$ cat src/hw/rtl/lrb_pkg.sv
// Shared types and codes of the local alignment row-best core.
`default_nettype none

package lrb_pkg;

    // Width of the query length register.
    localparam int QLEN_W = 9;
    // Number of query positions a load item can address.
    localparam int POS_RANGE = 256;

    // Register indexes of the configuration port.
    localparam logic [2:0] REG_QUERY_LENGTH     = 3'd0;
    localparam logic [2:0] REG_MATCH_SCORE      = 3'd1;
    localparam logic [2:0] REG_MISMATCH_SCORE   = 3'd2;
    localparam logic [2:0] REG_GAP_OPEN_SCORE   = 3'd3;
    localparam logic [2:0] REG_GAP_EXTEND_SCORE = 3'd4;

    typedef enum logic [0:0] {
        CMD_LOAD  = 1'b0,
        CMD_ALIGN = 1'b1
    } t_cmd;

    typedef struct packed {
        logic [QLEN_W-1:0]  query_length;
        logic signed [7:0]  match_score;
        logic signed [7:0]  mismatch_score;
        logic signed [7:0]  gap_open_score;
        logic signed [7:0]  gap_extend_score;
    } t_cfg;

    // Control part of an item traveling down the cell chain.
    typedef struct packed {
        logic       valid;
        t_cmd       cmd;
        logic       first;
        logic [7:0] symbol;
        logic [7:0] pos;
        logic       sat;
    } t_tok;

endpackage

`default_nettype wire

$ cat src/hw/rtl/lrb_cell.sv
// One query column of the alignment chain: symbol, score and vertical gap state.
`default_nettype none

module lrb_cell #(
    parameter int SCORE_BITS = 16,
    parameter int INDEX      = 0
) (
    input  wire logic                  i_clk,
    input  wire logic                  i_rst_n,
    input  wire logic                  i_adv,
    input  wire lrb_pkg::t_cfg         i_cfg,
    input  wire lrb_pkg::t_tok         i_tok,
    input  wire logic [SCORE_BITS-1:0] i_left,
    input  wire logic [SCORE_BITS-1:0] i_horiz,
    input  wire logic [SCORE_BITS-1:0] i_diag,
    input  wire logic [SCORE_BITS-1:0] i_best,
    output lrb_pkg::t_tok              o_tok,
    output logic [SCORE_BITS-1:0]      o_left,
    output logic [SCORE_BITS-1:0]      o_horiz,
    output logic [SCORE_BITS-1:0]      o_diag,
    output logic [SCORE_BITS-1:0]      o_best
);
    import lrb_pkg::*;

    localparam int SW = SCORE_BITS + 2;
    localparam bit REACH    = INDEX < (1 << QLEN_W);
    localparam int LEN_LIM  = REACH ? INDEX : 0;
    localparam bit LOADABLE = INDEX < POS_RANGE;
    localparam int POS_LIM  = LOADABLE ? INDEX : 0;

    logic [7:0]            r_sym;
    logic [SCORE_BITS-1:0] r_h;
    logic [SCORE_BITS-1:0] r_vg;
    t_tok                  r_tok;
    t_tok                  n_tok;
    logic [SCORE_BITS-1:0] r_left;
    logic [SCORE_BITS-1:0] r_horiz;
    logic [SCORE_BITS-1:0] r_diag;
    logic [SCORE_BITS-1:0] r_best;

    logic                  w_active;
    logic                  w_align;
    logic                  w_load;
    logic signed [7:0]     w_sub;
    logic [SCORE_BITS-1:0] w_h_old;
    logic [SCORE_BITS-1:0] w_vg_old;
    logic signed [SW-1:0]  w_diag_sum;
    logic signed [SW-1:0]  w_vopen;
    logic signed [SW-1:0]  w_vext;
    logic signed [SW-1:0]  w_hopen;
    logic signed [SW-1:0]  w_hext;
    logic signed [SW-1:0]  w_vmax;
    logic signed [SW-1:0]  w_hmax;
    logic signed [SW-1:0]  w_cmax;
    logic signed [SW-1:0]  w_vgap_ext;
    logic signed [SW-1:0]  w_hgap_ext;
    logic                  w_v_over;
    logic                  w_h_over;
    logic                  w_c_over;
    logic [SCORE_BITS-1:0] w_vgap;
    logic [SCORE_BITS-1:0] w_hgap;
    logic [SCORE_BITS-1:0] w_cell;
    logic [SCORE_BITS-1:0] w_best;

    function automatic logic signed [SW-1:0] ext_u(input logic [SCORE_BITS-1:0] v);
        return $signed({2'b00, v});
    endfunction

    function automatic logic signed [SW-1:0] ext_s(input logic signed [7:0] v);
        return $signed({{(SW-8){v[7]}}, v});
    endfunction

    always_comb begin
        w_active = REACH && (QLEN_W'(LEN_LIM) < i_cfg.query_length);
        w_align  = i_tok.valid && (i_tok.cmd == CMD_ALIGN);
        w_load   = i_tok.valid && (i_tok.cmd == CMD_LOAD) && LOADABLE
                   && (i_tok.pos == 8'(POS_LIM));
        w_sub    = (i_tok.symbol == r_sym) ? i_cfg.match_score : i_cfg.mismatch_score;
        // A first database symbol sees a cleared row and cleared gaps.
        w_h_old  = i_tok.first ? '0 : r_h;
        w_vg_old = i_tok.first ? '0 : r_vg;

        w_diag_sum = ext_u(i_diag) + ext_s(w_sub);
        w_vopen    = ext_u(w_h_old) + ext_s(i_cfg.gap_open_score);
        w_vext     = ext_u(w_vg_old) + ext_s(i_cfg.gap_extend_score);
        w_hopen    = ext_u(i_left) + ext_s(i_cfg.gap_open_score);
        w_hext     = ext_u(i_horiz) + ext_s(i_cfg.gap_extend_score);

        w_vmax = (w_vopen > w_vext) ? w_vopen : w_vext;
        if (w_vmax[SW-1]) begin
            w_vmax = '0;
        end
        w_hmax = (w_hopen > w_hext) ? w_hopen : w_hext;
        if (w_hmax[SW-1]) begin
            w_hmax = '0;
        end
        w_v_over = |w_vmax[SW-2:SCORE_BITS];
        w_h_over = |w_hmax[SW-2:SCORE_BITS];
        w_vgap   = w_v_over ? '1 : w_vmax[SCORE_BITS-1:0];
        w_hgap   = w_h_over ? '1 : w_hmax[SCORE_BITS-1:0];

        // Both gap scores are non-negative, so the cell is never below zero.
        w_vgap_ext = ext_u(w_vgap);
        w_hgap_ext = ext_u(w_hgap);
        w_cmax = (w_vgap_ext > w_hgap_ext) ? w_vgap_ext : w_hgap_ext;
        if (w_diag_sum > w_cmax) begin
            w_cmax = w_diag_sum;
        end
        w_c_over = |w_cmax[SW-2:SCORE_BITS];
        w_cell   = w_c_over ? '1 : w_cmax[SCORE_BITS-1:0];
        w_best   = (w_cell > i_best) ? w_cell : i_best;

        n_tok = i_tok;
        if (w_align && w_active) begin
            n_tok.sat = i_tok.sat | w_v_over | w_h_over | w_c_over;
        end
    end

    always_ff @(posedge i_clk) begin
        if (!i_rst_n) begin
            r_h  <= '0;
            r_vg <= '0;
        end else if (i_adv && w_align) begin
            if (w_active) begin
                r_h  <= w_cell;
                r_vg <= w_vgap;
            end else if (i_tok.first) begin
                r_h  <= '0;
                r_vg <= '0;
            end
        end
    end

    always_ff @(posedge i_clk) begin
        if (i_adv && w_load) begin
            r_sym <= i_tok.symbol;
        end
    end

    always_ff @(posedge i_clk) begin
        if (!i_rst_n) begin
            r_tok <= '0;
        end else if (i_adv) begin
            r_tok <= n_tok;
        end
    end

    always_ff @(posedge i_clk) begin
        if (i_adv) begin
            if (w_align && w_active) begin
                r_left  <= w_cell;
                r_horiz <= w_hgap;
                r_diag  <= w_h_old;
                r_best  <= w_best;
            end else begin
                r_left  <= i_left;
                r_horiz <= i_horiz;
                r_diag  <= i_diag;
                r_best  <= i_best;
            end
        end
    end

    assign o_tok   = r_tok;
    assign o_left  = r_left;
    assign o_horiz = r_horiz;
    assign o_diag  = r_diag;
    assign o_best  = r_best;

`ifndef SYNTH
    a_best_grows: assert property (@(posedge i_clk) disable iff (!i_rst_n)
        (i_adv && w_align) |=> (r_best >= $past(i_best)))
        else $error("row best dropped while passing a cell");

    a_sat_sticky: assert property (@(posedge i_clk) disable iff (!i_rst_n)
        (i_adv && w_align && i_tok.sat) |=> r_tok.sat)
        else $error("saturation flag lost in the chain");

    a_best_covers_cell: assert property (@(posedge i_clk) disable iff (!i_rst_n)
        (i_adv && w_align && w_active) |=> (r_best >= r_left))
        else $error("row best below the cell just computed");

    a_idle_cell_cleared: assert property (@(posedge i_clk) disable iff (!i_rst_n)
        (i_adv && w_align && i_tok.first && !w_active) |=> (r_h == '0 && r_vg == '0))
        else $error("unused column kept scores across a first database symbol");
`endif

endmodule

`default_nettype wire

$ cat config.mk
export PLATFORM = sky130hd
export DESIGN_NAME = lrb_cell
export DESIGN_NICKNAME = d
export VERILOG_FILES = /design/src/hw/rtl/lrb_pkg.sv /design/src/hw/rtl/lrb_cell.sv
export SDC_FILE = /design/constraint.sdc
export NUM_CORES = 1
export LEC_CHECK = 0
export BUFFER_PORTS_ARGS = -buffer_cell sky130_fd_sc_hd__buf_2
export CORE_MARGIN = 1
export CORE_UTILIZATION = 55
export CTS_CLUSTER_SIZE = 20
export DETAILED_ROUTE_END_ITERATION = 10
export PLACE_DENSITY = 0.78
export SYNTH_ARGS = -nofsm -noshare
export SYNTH_HDL_FRONTEND = slang
export SYNTH_SLANG_ARGS = --single-unit
$ cat constraint.sdc
create_clock -name i_clk -period 38.6 [get_ports i_clk]
set_input_delay 7.72 -clock i_clk [delete_from_list [all_inputs] [get_ports i_clk]]
set_output_delay 7.72 -clock i_clk [all_outputs]
set_load 0.1 [all_outputs]
==> summary.txt <==
Status
  • Status: completed

Clocking
  • TritonCTS clock tree: yes
  • Longest Clk Path Bufs: 2
  • Root buf cell: clkbuf_16
  • Clk slew on worst S/H paths: 0.07 ns
  • CTS H-tree depth: 4
  • Post-CTS Setup Inserts: 0
  • Hold-fix buffers, CTS: 0
  • CTS sink count: 124
  • Worst skew pair latency: 0.44 ns
  • Post-CTS sizing: 0
  • Inserted Clock Buffers: 17

Setup path
  • Critical path type: in -> reg
  • Worst Setup SP: i_tok[17]
  • Slowest stage delay, CP: 0.99 ns
  • Crit path DAT: 21.27 ns
  • Reg-to-reg critical path startpoint: r_h[7]$_SDFFE_PN0P_
  • Critical Path Start Type: input pin
  • Worst-path maximum fanout: 55
  • Reg2Reg Depth: 47
  • Most numerous cell on the critical path: ha_1
  • Slowest-stage cell, CP: a2111oi_4
  • Critical Path Sink Type: flip-flop
  • Worst endpoint required time: 38.75 ns

Run
  • Max-Cap Viols: 0

Global route
  • Number of global-route vias before repair: 12075
  • Initial antenna violation count: 0
  • Grt total ovfl: 0
  • Global-route usage over all layers: 34.7%
  • Largest net degree at the start of global routing: 68
  • First-pass GRT wire length: 65300 µm

Routing
  • Total Wirelength: 43700 µm
  • DR WL/cell: 21.1 µm
  • DRT Pass-1 Iters: 6
  • ANT nets after route: 0
  • Vias per inst: 6.41
  • Drt drc: 0
  • DRT iter0 DRCs: 1321
  • Routed via count: 13266

Worst hold path
  • Min-delay src: r_vg[6]$_SDFFE_PN0P_
  • WHS Path Cells: 1
  • Hold Crit Class: reg -> reg

Final layout
  • Antenna Cells: 0
  • Filler Cell Count: 2025
  • Layout area overhead: 14.3%
  • Ratio of cells with drive above 1 in the final layout: 19.3%
  • Reg area: 3200 µm²
  • Footprint of the multi-input gates: 9590 µm²
  • Final net count: 2037

Synth
  • Syn Area/Cell: 8.55 µm²
  • Async set-reset flop share out of synthesis: 0%
  • Most used DFF post-synth: edfxtp_1
  • Top-count cell post-synth: ha_1
  • Post-synth top area share: 16.2%
  • YS warnings: 0
  • Most common library cells after synthesis: ha_1, nand2_1, o21ai_0
  • Sequential fraction of the synthesis area: 24.1%
  • Mapped cell area: 13300 µm²
  • Area contributors post-synth: edfxtp_1, ha_1, dfxtp_1
  • Mapped Nets: 1858
  • Synth unique cells: 88
  • EDFF count, synth: 72
  • Mapped Cells: 1557
  • FF+latch count, synth: 124
  • Synth area leader: edfxtp_1

Place
  • Routability cong.: 0.979
  • PortBufs: 211
  • HPWL after DPL: 34200 µm

STA
  • Setup_tns: 0 ns
  • Slew margin rel.: 20.6%
  • Final Setup Violations: 0
  • Skew final: 0.0184 ns
  • Fmax: 47.4 MHz
  • WHS: 0.474 ns
  • Final period utilization: 54.7%
  • Worst-margin pin slew: 1.19 ns
  • Final Hold Fails: 0
  • Period minus WS final: 21.11 ns
  • Final slew viol count: 0
  • RSZ-0062 raised after global routing: no

Floorplanning
  • Row count: 56
  • I/O pin count: 212
  • Die area: 24800 µm²
  • Core area: 23600 µm²
  • Initial cell density of the core: 56.4%
  • Die W: 158 µm
  • Die height: 158 µm

Power
  • Power per cell area: 58.0 nW/µm²
  • Leak: 6.73 nW
  • Peak VDD IR: 38.2 µV
## worst max-delay path: cells and delay by family
family	cells	cell delay [ns]
compound gates	27	7.48
simple gates	11	2.34
fa+ha+maj	5	1.70
buf+inv	4	1.41
mux	1	0.56
## sequential cells by signal, indices dropped and copies added (netlist names)
name / count
o_best: 16
o_diag: 16
o_horiz: 16
o_left: 16
o_tok: 20
r_h: 16
r_sym: 8
r_vg: 16
## cells by family after synthesis
logic type	synth area share [%]
fa+ha+maj	16.5
flops	24.1
buf+inv	3.98
xor+xnor	4.78
compound gates	27.5
simple gates	17.2
mux	5.86
## where the power goes
group          internal (mW)  leakage [nW]  switching, mW  total [mW]
Clock                 0.0949         0.289         0.0734       0.168
Combinational          0.172          5.32          0.373       0.545
Sequential             0.160          1.13        0.00776       0.168
Total                  0.427          6.73          0.455       0.882
## stage by stage
stage / area, µm² / std cells / worst slack [ns] / util, % / total power [mW]
after floorplan: 13300 / 1557 / 20.04 / - / 0.567
after global placement: 14600 / 2036 / 17.79 / 61.9 / 0.693
after detailed placement: 14600 / 2036 / 17.44 / 61.9 / 0.699
after CTS: 15200 / 2068 / 17.86 / 64.4 / 0.868
after global routing: 15200 / 2068 / 16.79 / 64.4 / 0.928
final: 15200 / 2068 / 17.49 / 64.4 / 0.882
## final timing paths
check                              end  slack (ns)
hold / removal    r_vg[6]$_SDFFE_PN0P_        0.47
hold reg to reg   r_vg[6]$_SDFFE_PN0P_        0.47
setup reg to reg   o_best[3]$_DFFE_PP_       24.88
setup / recovery   o_best[3]$_DFFE_PP_       17.49
## layout by cell type (no fill, tap or decap), types with 18 or more instances in the layout
cell type,Yosys,layout
xor2_1,28,28
a21o_1,37,37
mux2_2,23,23
buf_2,6,210
nor2b_1,70,70
xnor2_1,42,42
o21bai_1,18,18
nand2b_1,24,24
o21a_1,25,25
dfxtp_1,52,52
nor3_1,36,36
o21ai_1,20,19
clkbuf_16,0,18
inv_1,68,68
mux2i_1,23,23
a22o_1,21,21
a21oi_1,102,101
o211ai_1,30,30
ha_1,168,168
nand3_1,22,21
o21ai_0,106,106
nor2_1,87,87
edfxtp_1,72,72
a22oi_1,22,22
nand2_1,137,137
## per-layer routing
metal	global-route usage (%)	share of wire, %	wire [µm]	vias to the layer above
met1	45.8	42	18500	6219
met3	5.64	8.9	3880	111
met4	15.6	3.9	1720	0
met2	55.5	45	19600	679
li1	-	-	-	6257
met5	0	0	0	-
## final cells by class
type                       instances  share of cell area (%)
inverter                          69                    1.70
timing repair buffer             224                    7.60
tap                              319                    2.62
sequential                       124                    21.1
clock inverter                    14                   0.954
multi-input combinational       1300                    63.1
clock buffer                      18                    2.96
(Power assumes the default switching activity.)
